==> src/sdf_pkg.sv <==
package sdf_pkg;

  // Sizing of the conversion datapath.
  localparam int VALUE_W     = 64;  // width of the value port
  localparam int VALUE_BITS  = 64;  // low bits of the value taken as two's complement
  localparam int DIGIT_SLOTS = 20;  // decimal digits kept
  localparam int MAX_TEXT    = 64;  // characters emitted at most per transaction

  // Field widths of a transaction.
  localparam int FW_W   = 7;
  localparam int PREC_W = 6;
  localparam int CHAR_W = 8;
  // Text positions: sign + 63 precision zeros + digits, or a 7-bit width, fit in 7 bits.
  localparam int TEXT_W = 7;

  // The binary to BCD converter takes this many magnitude bits per cycle.
  localparam int STEP_BITS    = 2;
  localparam int DABBLE_STEPS = (VALUE_BITS + STEP_BITS - 1) / STEP_BITS;
  localparam int MAG_BITS     = DABBLE_STEPS * STEP_BITS;
  localparam int DABBLE_CNT_W = $clog2(DABBLE_STEPS);
  localparam int DIG_IDX_W    = $clog2(DIGIT_SLOTS);
  localparam int DIG_CNT_W    = $clog2(DIGIT_SLOTS + 1);

  // Job queue between the front and back ends.
  localparam int QUEUE_DEPTH = 2;
  localparam int QPTR_W      = (QUEUE_DEPTH > 1) ? $clog2(QUEUE_DEPTH) : 1;
  localparam int QCNT_W      = $clog2(QUEUE_DEPTH + 1);

  // ASCII codes.
  localparam logic [CHAR_W-1:0] CH_ZERO  = 8'h30;
  localparam logic [CHAR_W-1:0] CH_SPACE = 8'h20;
  localparam logic [CHAR_W-1:0] CH_PLUS  = 8'h2B;
  localparam logic [CHAR_W-1:0] CH_MINUS = 8'h2D;

  // A classified transaction as it waits in the queue.
  typedef struct packed {
    logic [VALUE_BITS-1:0] mag;
    logic [FW_W-1:0]       field_width;
    logic                  has_prec;
    logic [PREC_W-1:0]     prec;
    logic                  left;
    logic                  zero;
    logic                  sign_len;
    logic [CHAR_W-1:0]     sign_ch;
  } job_t;

  typedef struct packed {
    logic full;
    logic empty;
  } q_status_t;

endpackage

==> src/sdf_front.sv <==
module sdf_front (
  input  logic [sdf_pkg::VALUE_W-1:0] value_i,
  input  logic [sdf_pkg::FW_W-1:0]    field_width_i,
  input  logic                        has_precision_i,
  input  logic [sdf_pkg::PREC_W-1:0]  precision_i,
  input  logic                        left_justify_i,
  input  logic                        force_plus_i,
  input  logic                        space_sign_i,
  input  logic                        zero_pad_i,
  input  logic                        start_i,
  input  sdf_pkg::q_status_t          q_status_i,
  output logic                        push_o,
  output sdf_pkg::job_t               job_o
);

  logic [sdf_pkg::VALUE_BITS-1:0] raw;
  logic                           neg;

  assign raw    = value_i[sdf_pkg::VALUE_BITS-1:0];
  assign neg    = raw[sdf_pkg::VALUE_BITS-1];
  assign push_o = start_i && !q_status_i.full;

  // The negation of the most negative value wraps to itself, which is its
  // correct magnitude when read unsigned.
  always_comb begin
    job_o.mag         = neg ? (~raw + 1'b1) : raw;
    job_o.field_width = field_width_i;
    job_o.has_prec    = has_precision_i;
    job_o.prec        = precision_i;
    job_o.left        = left_justify_i;
    job_o.zero        = zero_pad_i && !has_precision_i && !left_justify_i;
    job_o.sign_len    = neg || force_plus_i || space_sign_i;
    if (neg) begin
      job_o.sign_ch = sdf_pkg::CH_MINUS;
    end else if (force_plus_i) begin
      job_o.sign_ch = sdf_pkg::CH_PLUS;
    end else begin
      job_o.sign_ch = sdf_pkg::CH_SPACE;
    end
  end

endmodule

==> src/sdf_queue.sv <==
module sdf_queue (
  input  logic               clk_i,
  input  logic               rst_ni,
  input  logic               push_i,
  input  sdf_pkg::job_t      job_i,
  input  logic               pop_i,
  output sdf_pkg::job_t      job_o,
  output sdf_pkg::q_status_t status_o
);

  sdf_pkg::job_t                entry_q [sdf_pkg::QUEUE_DEPTH];
  logic [sdf_pkg::QPTR_W-1:0]   wr_ptr_q, rd_ptr_q;
  logic [sdf_pkg::QCNT_W-1:0]   cnt_q;
  logic                         do_push, do_pop;

  assign status_o.full  = (cnt_q == sdf_pkg::QCNT_W'(sdf_pkg::QUEUE_DEPTH));
  assign status_o.empty = (cnt_q == '0);
  assign do_push        = push_i && !status_o.full;
  assign do_pop         = pop_i && !status_o.empty;
  assign job_o          = entry_q[rd_ptr_q];

  always_ff @(posedge clk_i or negedge rst_ni) begin
    if (!rst_ni) begin
      wr_ptr_q <= '0;
      rd_ptr_q <= '0;
      cnt_q    <= '0;
    end else begin
      if (do_push) begin
        wr_ptr_q <= (wr_ptr_q == sdf_pkg::QPTR_W'(sdf_pkg::QUEUE_DEPTH - 1)) ?
                    '0 : wr_ptr_q + 1'b1;
      end
      if (do_pop) begin
        rd_ptr_q <= (rd_ptr_q == sdf_pkg::QPTR_W'(sdf_pkg::QUEUE_DEPTH - 1)) ?
                    '0 : rd_ptr_q + 1'b1;
      end
      if (do_push && !do_pop) begin
        cnt_q <= cnt_q + 1'b1;
      end else if (do_pop && !do_push) begin
        cnt_q <= cnt_q - 1'b1;
      end
    end
  end

  always_ff @(posedge clk_i) begin
    if (do_push) begin
      entry_q[wr_ptr_q] <= job_i;
    end
  end

endmodule

==> src/sdf_back.sv <==
module sdf_back (
  input  logic                       clk_i,
  input  logic                       rst_ni,
  input  sdf_pkg::job_t              job_i,
  input  sdf_pkg::q_status_t         q_status_i,
  output logic                       pop_o,
  output logic                       strobe_o,
  output logic [sdf_pkg::CHAR_W-1:0] out_char_o,
  output logic                       last_o
);

  typedef enum logic [1:0] {
    B_IDLE,
    B_DABBLE,
    B_PLAN,
    B_EMIT
  } state_e;

  localparam int TW = sdf_pkg::TEXT_W;

  state_e                            state_q;
  logic [sdf_pkg::DABBLE_CNT_W-1:0]  step_q;
  logic [sdf_pkg::MAG_BITS-1:0]      mag_q;
  logic [3:0]                        digit_q [sdf_pkg::DIGIT_SLOTS];
  logic [3:0]                        digit_d [sdf_pkg::DIGIT_SLOTS];
  logic [3:0]                        adj     [sdf_pkg::DIGIT_SLOTS];
  logic [sdf_pkg::DIG_CNT_W-1:0]     ndig_q, ndig_d;

  // Options of the transaction in progress.
  logic [sdf_pkg::FW_W-1:0]          fw_q;
  logic                              has_prec_q;
  logic [sdf_pkg::PREC_W-1:0]        prec_q;
  logic                              left_q, zero_q, sign_len_q;
  logic [sdf_pkg::CHAR_W-1:0]        sign_ch_q;

  // Layout of the text: segment ends and character count.
  logic [TW-1:0] s1_q, s2_q, s3_q, s4_q, count_q, pos_q;
  logic [TW-1:0] nlen, prec_t, prec_zeros, slen, fw_t, total, pad, lead, zeros;
  logic [TW-1:0] s1, s2, s3, s4, count, didx;
  logic [3:0]    dsel;

  assign pop_o = (state_q == B_IDLE) && !q_status_i.empty;

  // Shift-and-add-3 conversion, STEP_BITS magnitude bits per cycle. The digit
  // count grows by at most one per bit and saturates at the slot count.
  always_comb begin
    digit_d = digit_q;
    ndig_d  = ndig_q;
    adj     = digit_q;
    for (int j = 0; j < sdf_pkg::STEP_BITS; j++) begin
      for (int i = 0; i < sdf_pkg::DIGIT_SLOTS; i++) begin
        adj[i] = (digit_d[i] >= 4'd5) ? digit_d[i] + 4'd3 : digit_d[i];
      end
      digit_d[0] = {adj[0][2:0], mag_q[sdf_pkg::MAG_BITS-1-j]};
      for (int i = 1; i < sdf_pkg::DIGIT_SLOTS; i++) begin
        digit_d[i] = {adj[i][2:0], adj[i-1][3]};
      end
      if (ndig_d < sdf_pkg::DIG_CNT_W'(sdf_pkg::DIGIT_SLOTS) &&
          digit_d[ndig_d[sdf_pkg::DIG_IDX_W-1:0]] != 4'd0) begin
        ndig_d = ndig_d + 1'b1;
      end
    end
  end

  always_comb begin
    if (ndig_q == '0 && !(has_prec_q && prec_q == '0)) begin
      nlen = TW'(1);
    end else begin
      nlen = TW'(ndig_q);
    end
    prec_t     = TW'(prec_q);
    prec_zeros = (has_prec_q && prec_t > nlen) ? prec_t - nlen : '0;
    slen       = TW'(sign_len_q) + prec_zeros + nlen;
    fw_t       = TW'(fw_q);
    total      = (fw_t > slen) ? fw_t : slen;
    pad        = total - slen;
    lead       = (!left_q && !zero_q) ? pad : '0;
    zeros      = prec_zeros + (zero_q ? pad : '0);
    s1         = lead;
    s2         = s1 + TW'(sign_len_q);
    s3         = s2 + zeros;
    s4         = s3 + nlen;
    count      = (total > TW'(sdf_pkg::MAX_TEXT)) ? TW'(sdf_pkg::MAX_TEXT) : total;
  end

  // Digits are stored least significant first.
  assign didx = s4_q - pos_q - 1'b1;
  assign dsel = digit_q[didx[sdf_pkg::DIG_IDX_W-1:0]];

  always_comb begin
    if (pos_q < s1_q) begin
      out_char_o = sdf_pkg::CH_SPACE;
    end else if (pos_q < s2_q) begin
      out_char_o = sign_ch_q;
    end else if (pos_q < s3_q) begin
      out_char_o = sdf_pkg::CH_ZERO;
    end else if (pos_q < s4_q) begin
      out_char_o = sdf_pkg::CH_ZERO + {4'd0, dsel};
    end else begin
      out_char_o = sdf_pkg::CH_SPACE;
    end
  end

  assign strobe_o = (state_q == B_EMIT);
  assign last_o   = strobe_o && (pos_q + 1'b1 == count_q);

  always_ff @(posedge clk_i or negedge rst_ni) begin
    if (!rst_ni) begin
      state_q <= B_IDLE;
      step_q  <= '0;
      ndig_q  <= '0;
      pos_q   <= '0;
    end else begin
      unique case (state_q)
        B_IDLE: begin
          if (pop_o) begin
            mag_q      <= sdf_pkg::MAG_BITS'(job_i.mag);
            fw_q       <= job_i.field_width;
            has_prec_q <= job_i.has_prec;
            prec_q     <= job_i.prec;
            left_q     <= job_i.left;
            zero_q     <= job_i.zero;
            sign_len_q <= job_i.sign_len;
            sign_ch_q  <= job_i.sign_ch;
            for (int i = 0; i < sdf_pkg::DIGIT_SLOTS; i++) begin
              digit_q[i] <= 4'd0;
            end
            ndig_q  <= '0;
            step_q  <= sdf_pkg::DABBLE_CNT_W'(sdf_pkg::DABBLE_STEPS - 1);
            state_q <= B_DABBLE;
          end
        end
        B_DABBLE: begin
          digit_q <= digit_d;
          ndig_q  <= ndig_d;
          mag_q   <= mag_q << sdf_pkg::STEP_BITS;
          if (step_q == '0) begin
            state_q <= B_PLAN;
          end else begin
            step_q <= step_q - 1'b1;
          end
        end
        B_PLAN: begin
          s1_q    <= s1;
          s2_q    <= s2;
          s3_q    <= s3;
          s4_q    <= s4;
          count_q <= count;
          ndig_q  <= sdf_pkg::DIG_CNT_W'(nlen);
          pos_q   <= '0;
          state_q <= (count == '0) ? B_IDLE : B_EMIT;
        end
        B_EMIT: begin
          pos_q <= pos_q + 1'b1;
          if (last_o) begin
            state_q <= B_IDLE;
          end
        end
        default: state_q <= B_IDLE;
      endcase
    end
  end

endmodule

==> src/signed_decimal_formatter.sv <==
// Signed decimal formatter: turns one signed integer and its conversion
// options (field width, optional precision, left-justify, plus, space and
// zero flags) into printf-style decimal text, one ASCII character per cycle.
//
// Input channel: a transaction is taken at a rising edge where start_i is
// high and busy_o is low. busy_o is high only while the two-entry job queue
// is full, so up to two transactions may wait behind the one being formatted.
// Output channel: each character is on out_char_o for exactly one cycle
// while strobe_o is high; last_o marks the final character of a transaction.
// The receiver cannot stall, so characters of one transaction come out on
// consecutive cycles. A transaction whose text is empty (zero with a
// precision of zero, no sign flag and no width) produces no strobe at all.
//
// The back end takes a job from the queue, runs the binary to BCD converter
// (two magnitude bits per cycle), lays out the text, and then emits its
// characters (0 to 64). It takes the next job only once it is back in idle
// after the final character. Reset empties the queue and returns the back
// end to idle.
module signed_decimal_formatter (
  input  logic                        clk_i,
  input  logic                        rst_ni,
  input  logic                        start_i,
  output logic                        busy_o,
  input  logic [sdf_pkg::VALUE_W-1:0] value_i,
  input  logic [sdf_pkg::FW_W-1:0]    field_width_i,
  input  logic                        has_precision_i,
  input  logic [sdf_pkg::PREC_W-1:0]  precision_i,
  input  logic                        left_justify_i,
  input  logic                        force_plus_i,
  input  logic                        space_sign_i,
  input  logic                        zero_pad_i,
  output logic                        strobe_o,
  output logic [sdf_pkg::CHAR_W-1:0]  out_char_o,
  output logic                        last_o
);

  sdf_pkg::job_t      push_job, head_job;
  sdf_pkg::q_status_t q_status;
  logic               push, pop;

  // The front end classifies the value (sign, magnitude, effective flags)
  // in the cycle it is accepted, and the queue stores the result.
  sdf_front u_front (
    .value_i         (value_i),
    .field_width_i   (field_width_i),
    .has_precision_i (has_precision_i),
    .precision_i     (precision_i),
    .left_justify_i  (left_justify_i),
    .force_plus_i    (force_plus_i),
    .space_sign_i    (space_sign_i),
    .zero_pad_i      (zero_pad_i),
    .start_i         (start_i),
    .q_status_i      (q_status),
    .push_o          (push),
    .job_o           (push_job)
  );

  sdf_queue u_queue (
    .clk_i    (clk_i),
    .rst_ni   (rst_ni),
    .push_i   (push),
    .job_i    (push_job),
    .pop_i    (pop),
    .job_o    (head_job),
    .status_o (q_status)
  );

  // The back end converts the magnitude to decimal digits and then walks
  // the text: lead spaces, sign, zeros, digits, trailing spaces.
  sdf_back u_back (
    .clk_i      (clk_i),
    .rst_ni     (rst_ni),
    .job_i      (head_job),
    .q_status_i (q_status),
    .pop_o      (pop),
    .strobe_o   (strobe_o),
    .out_char_o (out_char_o),
    .last_o     (last_o)
  );

  assign busy_o = q_status.full;

  // The characters of one transaction leave without gaps.
  a_no_gap : assert property (@(posedge clk_i) disable iff (!rst_ni)
    strobe_o && !last_o |=> strobe_o)
    else $error("gap inside a transaction's text");

  // After the final character the back end returns to idle, so the cycle after it carries no strobe.
  a_last_ends : assert property (@(posedge clk_i) disable iff (!rst_ni)
    strobe_o && last_o |=> !strobe_o)
    else $error("character emitted right after last");

  // The back end takes a job only when the queue holds one and it is not emitting.
  a_pop_nonempty : assert property (@(posedge clk_i) disable iff (!rst_ni)
    pop |-> !q_status.empty && !strobe_o)
    else $error("job taken from an empty queue or while emitting");

endmodule
==> config.mk <==
export PLATFORM = sky130hd
export DESIGN_NAME = signed_decimal_formatter
export DESIGN_NICKNAME = d
export VERILOG_FILES = /design/src/sdf_pkg.sv /design/src/sdf_front.sv /design/src/sdf_queue.sv /design/src/sdf_back.sv /design/src/signed_decimal_formatter.sv
export SDC_FILE = /design/constraint.sdc
export NUM_CORES = 1
export LEC_CHECK = 0
export ABC_AREA = 1
export ABC_CLOCK_PERIOD_IN_PS = 10900
export BUFFER_PORTS_ARGS = -buffer_cell sky130_fd_sc_hd__buf_4
export CAP_MARGIN = 10
export CORE_AREA = 2 2 227 229
export DETAILED_ROUTE_END_ITERATION = 8
export DIE_AREA = 0 0 229 231
export PLACE_DENSITY = 0.66
export SYNTH_ARGS = -nofsm -noshare
export SYNTH_HDL_FRONTEND = slang
export SYNTH_SLANG_ARGS = --single-unit
==> constraint.sdc <==
create_clock -name clk_i -period 10.9 [get_ports clk_i]
set_clock_uncertainty 0.1 [all_clocks]
set_input_delay 0 -clock clk_i [delete_from_list [all_inputs] [get_ports clk_i]]
set_output_delay 0 -clock clk_i [all_outputs]
set_load 0.005 [all_outputs]
Word-level counts from Yosys, hierarchy flattened
Memory sizes are Yosys's and may differ from the RTL's.
Index checks and enable logic that the tools add are counted.
{ "totals": {"ff_bits": 227, "mem_bits_rw": 178, "input_bits": 85, "output_inout_bits": 11, "word_cells": 295, "n_memories": 1} }
{ "op_classes": {"add_sub_neg": 60, "n_lt_le_gt_ge": 52, "eq_ne": 9, "mux": 85, "n_bitwise": 4, "reduce_logical": 44} }
{ "memory_table": {"columns": ["memory", "depth", "word_bits", "read_ports", "rd_ports_with_merged_regs", "wr", "line", "source"], "rows": [
  ["u_queue.entry_q", 2, 89, 1, 0, 1, "sdf_queue.sv:11", "sdf_pkg::job_t entry_q [sdf_pkg::QUEUE_DEPTH];"]
]} }
{ "op_table": {"columns": ["op", "count"], "rows": [
  ["4-bit two-way mux", 45],
  ["4-bit by 3-bit greater-or-equal comparator with 1-bit output, second input constant", 40],
  ["80-bit one-hot mux with 2 select lines", 1],
  ["4-bit by 2-bit adder with 4-bit output, second input constant", 38],
  ["64-bit two-way mux", 2],
  ["64-bit one-hot mux with 2 select lines", 1],
  ["80-bit two-way mux", 1],
  ["64-bit by 1-bit adder with 64-bit output, second input constant", 1],
  ["64-bit inverter", 1],
  ["4-bit binary-select mux with 5-bit select", 3],
  ["8-bit two-way mux", 5],
  ["7-bit two-way mux", 5],
  ["5-bit two-way mux", 6],
  ["7-bit less-than comparator", 4],
  ["6-bit greater-or-equal comparator, second input constant", 3],
  ["5-bit inverter with 6-bit output", 3],
  ["1-bit logical AND", 15],
  ["5-bit one-hot mux with 3 select lines", 1],
  ["7-bit by 5-bit adder with 7-bit output", 2],
  ["7-bit adder", 2],
  ["7-bit one-hot mux with 2 select lines", 1],
  ["2-bit two-way mux", 6],
  ["3-bit AND reduction", 4],
  ["5-bit by 1-bit adder with 5-bit output, second input constant", 2],
  ["35 further kinds", 62]
]} }

Depth between registers and ports, before layout
{ "depth": {"word_depth": 17, "ltp_mapped": 60, "ltp_nobuf": 57} }

By module
A second synthesis with hierarchy kept.
{ "hier_totals": {"hier_cells": 3272, "area_unflattened_um2": 26698.1} }
{ "by_module_without_submodules": {"columns": ["module", "instances", "cells_each", "area_per_inst_um2", "seq_area_each_um2"], "rows": [
  ["sdf_back", 1, 2279, 17418.0, 6601.3],
  ["sdf_queue", 1, 496, 6744.0, 5445.2],
  ["sdf_front", 1, 497, 2536.2, 0.0]
]} }

Least setup slack after synthesis
No wires, ideal clock.
{ "synth_path": {"path_type": "register to register", "from": "register u_back.ndig_q[0] in the netlist's numbering", "to": "register u_back.s4_q[6], data pin", "setup_ps": 253, "t_arrival_ps": 7715, "required_ps": 10547, "slack_ps": 2832, "stages_incl_launch_ff": 53, "path_buffers": 3, "path_cell_list": "dfrtp_1 > buf_2 > inv_2 > buf_2 > ha_1 > nand4_1 > nand2_1 > ha_1 > nand2_1 > o21ai_2 > nand2_1 > nand3_2 > nand2_2 > o21ai_0 > ha_1 > inv_1 > nand2_2 > inv_1 > [17 not listed] > nor2_1 > ha_1 > inv_1 > xor2_1 > inv_1 > fa_1 > inv_1 > fa_1 > xnor2_1 > ha_1 > nand3_1 > and2_1 > inv_1 > nand2_1 > a21oi_1 > inv_1 > nand3_1 > nand2_1"} }
{ "synth_via": {"elab_chain_cells": 15} }
{ "synth_rtl": {"columns": ["element", "line", "source"], "rows": [
  ["from (decl)", "sdf_back.sv:27", "logic [sdf_pkg::DIG_CNT_W-1:0] ndig_q, ndig_d;"],
  ["from (signal assigned)", "sdf_back.sv:135", "ndig_q <= ndig_d;"],
  ["from (signal assigned)", "sdf_back.sv:149", "ndig_q <= sdf_pkg::DIG_CNT_W'(nlen);"],
  ["5-bit zero test", "sdf_back.sv:66", "if (ndig_q == '0 && !(has_prec_q && prec_q == '0)) begin"],
  ["1-bit logical AND", "sdf_back.sv:66", null],
  ["5-bit two-way mux *", "sdf_back.sv:66", null],
  ["6-bit by 5-bit > comparator with 1-bit output", "sdf_back.sv:72", "prec_zeros = (has_prec_q && prec_t > nlen) ? prec_t - nlen : '0;"],
  ["1-bit logical AND", "sdf_back.sv:72", null],
  ["7-bit two-way mux", "sdf_back.sv:72", null],
  ["1-bit by 7-bit adder with 7-bit output", "sdf_back.sv:73", "slen = TW'(sign_len_q) + prec_zeros + nlen;"],
  ["7-bit by 5-bit adder with 7-bit output *", "sdf_back.sv:73", null],
  ["[3 not listed]", null, null],
  ["7-bit two-way mux *", "sdf_back.sv:77", "lead = (!left_q && !zero_q) ? pad : '0;"],
  ["net u_back.lead[1]", "sdf_back.sv:38", "logic [TW-1:0] nlen, prec_t, prec_zeros, slen, fw_t, total, pad, lead, zeros;"],
  ["7-bit by 1-bit adder with 7-bit output *", "sdf_back.sv:80", "s2 = s1 + TW'(sign_len_q);"],
  ["net u_back.s2[2]", "sdf_back.sv:39", "logic [TW-1:0] s1, s2, s3, s4, count, didx;"],
  ["7-bit adder *", "sdf_back.sv:81", "s3 = s2 + zeros;"],
  ["net u_back.s3[3]", "sdf_back.sv:39", null],
  ["7-bit by 5-bit adder with 7-bit output *", "sdf_back.sv:82", "s4 = s3 + nlen;"],
  ["net u_back.s4[6]", "sdf_back.sv:39", null],
  ["to (signal assigned)", "sdf_back.sv:147", "s4_q <= s4;"],
  ["to (decl)", "sdf_back.sv:37", "logic [TW-1:0] s1_q, s2_q, s3_q, s4_q, count_q, pos_q;"]
]} }
Mark *: on every way through the listed nets, which the timed path passes. The rest lies on a longest branch.
A chain may end at the register's enable or synchronous reset.

Final worst setup path
Ends and elaborated chain as after synthesis.

==> impl_metrics.yaml <==
pwr:
  pwr_density_cell_nw_per_um2: 335
  worst_ir_drop_vdd_uv: 192
  total_leakage_power_uw: 0.0125
  total_power_uw: 9680
synth:
  synth_flop_cell: "edfxtp_1"
  ys_async_sr_fraction: 0.0590
  ys_types: 61
  ys_warn_count: 0
  synth_area_um2: 25000
  synth_top_family_by_area: "simple AND/OR/NAND/NOR gates"
  synth_area_leaders: "edfxtp_1 (44%), nand2_1 (8.5%), ha_1 (7.7%)"
  ys_seq_area_frac: 0.464
  synth_area_leader_cell: "edfxtp_1"
  yosys.area.top_type_share: 0.441
  syn_avg_cell_area_um2: 8.52
  synthSimpleGateAreaFrac: 0.215
  postSynthCellCount: 2931
  synthXorXnorAreaFrac: 0.0467
  synth.mux.area_fraction: 0.000902
  synth_fa_ha_area_frac: 0.0863
  synth_seq_cells: 390
  synth-compound-area-share: 0.112
  synth_edf_count: 367
sta:
  setup_tns_ns: 0
  slew_viol_final: 0
  finalSetupViolCount: 0
  slew-limit-headroom: 0.261
  worst_pin_slew_ns: 1.11
  rsz0062_at_grt: "false"
  timing.final.crit_share: 0.845
  hold_violations: 0
  finalCriticalPeriod_ns: 9.21
  holdWs_ns: 0.0415
  max_freq_mhz: 109
global_routing:
  grt_pass1_wl_um: 103000
  antenna_found_initial: 0
  track_usage: 0.240
  first_global_vias: 20600
  grt_overflow: 0
  grt_max_degree: 93
die:
  dieArea_um2: 52900
  die_h_um: 231
  core_um2: 50700
  start_util: 0.493
  io_pins: 96
  num_rows: 83
  fp.dieW_um: 229
clocking:
  root_buffer: "clkbuf_16"
  tritoncts: "built"
  cts-htree-levels: 2
  clockBufferDepth: 3
  cts_sinks: 390
  clk_pin_slew_ns: 0.06
  post_cts_buffers: 0
  cts_buffers: 43
  clk_latency_ns: 0.60
status:
  status: "finished clean"
setup_path:
  end_kind: "flop"
  arrival_ns: 9.45
  critical_path_required_ns: 11.15
  path_class: "reg2reg"
  slowest_delay_ns: 0.54
  cp_common_cell: "inv_1"
  slowest_stage: "fa_1"
  cp-start-kind: "flop"
  cp_max_fo: 45
routing:
  drtIter0Drc: 1613
  drt_wl_total_um: 64000
  routedWlPerCell_um: 16.7
  dr.pass1.iters: 9
  drc: 0
  vias: 20900
  ant_nets: 0
  viasPerCell: 5.46
finish:
  drive_gt1_frac: 0.0757
  fin_util: 0.570
  syn_to_final_growth_pct: 15.7
  antennaDiodeCount: 0
  fin_area_um2: 28900
  nFillCells: 4529
  fin_nets: 3374
min_path:
  min_path_type: "in2reg"
flow_run:
  maxCapViolCount: 0
placed_design:
  placed_cell_area_um2: 26300
  hpwl_um: 44300
  place.gp.congestion: 0.937
  numPortBuffers: 92
==> registers in the layout, summed over array words and instances (netlist names) <==
| register | count |
|---|---|
| u_back.s4_q | 7 |
| u_back.ndig_q | 5 |
| u_back.count_q | 7 |
| u_back.step_q | 5 |
| u_queue.cnt_q | 2 |
| u_back.left_q | 1 |
| u_back.state_q | 2 |
| u_back.prec_q | 6 |
| u_back.s2_q | 7 |
| u_queue.rd_ptr_q | 1 |
| u_back.s3_q | 7 |
| u_back.sign_len_q | 1 |
| u_queue.wr_ptr_q | 1 |
| u_back.pos_q | 7 |
| u_queue.entry_q | 168 |
| u_back.zero_q | 1 |
| u_back.s1_q | 7 |
| u_back.sign_ch_q | 3 |
| u_back.has_prec_q | 1 |
| u_back.fw_q | 7 |
| u_back.digit_q | 80 |
| u_back.mag_q | 64 |
==> critical path, delay by kind of cell (launching register included) <==
| family | cells | cell delay, ns |
|---|---|---|
| XOR/XNOR | 2 | 0.31 |
| AND/OR/NAND/NOR | 18 | 2.35 |
| AO/OA/AOI/OAI | 5 | 1.07 |
| buffers and inverters | 13 | 1.52 |
| flip-flops | 1 | 0.36 |
| adder cells (fa/ha/maj) | 9 | 3.21 |
==> power breakdown <==
part	switching, µW	total [µW]	internal (µW)
clock network	620	1400	784
registers	235	2650	2410
logic	3780	5630	1850
total	4640	9680	5040
==> final cells by class <==
class | instances | area, µm² | area share
clock inverter | 24 | 226 | 0.00784
sequential | 390 | 11600 | 0.401
inverter | 399 | 1500 | 0.0519
timing repair buffer | 233 | 2060 | 0.0715
tap | 680 | 851 | 0.0295
clock buffer | 53 | 1110 | 0.0385
multi-input combinational | 2057 | 11500 | 0.399
==> path summary, 6_finish.rpt <==
check                           slack (ns)                    from                      to  depth (start not counted)
worst max-delay path                  1.69        u_back.ndig_q[0]          u_back.s4_q[6]                         47
worst min-delay path                  0.04          precision_i[0]  u_queue.entry_q[0][11]                          2
worst max register to register        1.69        u_back.ndig_q[0]          u_back.s4_q[6]                         47
worst min register to register        0.41  u_queue.entry_q[0][24]          u_back.fw_q[6]                          2
max in group asynchronous            10.13                  rst_ni        u_queue.rd_ptr_q                          4
min in group asynchronous             0.40                  rst_ni         u_back.pos_q[1]                          4
==> cells by family (layout without fill, tap and decap cells) <==
group,count (synthesis),in the layout
flip-flops,390,390
adder cells (fa/ha/maj),165,165
XOR/XNOR,133,133
buffers and inverters,485,709
other,2,3
AND/OR/NAND/NOR,1250,1250
AO/OA/AOI/OAI,504,504
multiplexers,2,2
==> placed cells by master, fill, tap and decap left out, drive strengths merged, types with 23 or more instances in the layout <==
master	n
edfxtp	367
xnor2	48
dlygate4sd3	121
nand3	194
nand2	586
clkbuf	53
inv	398
nor3	38
nor2	329
dfrtp	23
xor2	85
buf	112
a21oi	254
o21ai	164
ha	153
nand4	52
==> routing by layer <==
metal	share of wire	vias to the layer above	global-route usage	wire [µm]
li1	-	10200	-	-
met1	0.43	9978	0.307	27800
met2	0.49	618	0.420	31300
met3	0.054	108	0.0366	3430
met4	0.023	0	0.0745	1490
met5	0	-	0	0
==> per-stage QoR <==
stage,cells,setup slack (ns)
finish,3836,1.69
detailed placement,3637,1.75
global route,3836,0.888
floorplan,2932,2.83
CTS,3836,1.74
global placement,3637,1.94
==> what timing repair did <==
item,CTS,global route
hold endpoints to repair,212,0
gates resized for setup,0,0
hold buffers,122,0
==> synthesized netlist by cell type (all sizes together) (20+ instances only) <==
library cell  count
o21ai           164
nand4            52
ha              153
nand3           194
edfxtp          367
xor2             85
nand2           586
clkbuf           62
nor2            329
o211ai           21
buf              24
a21oi           254
nor3             38
and2             20
dfrtp            23
inv             396
xnor2            48
Power figures use the tool's default switching activity.
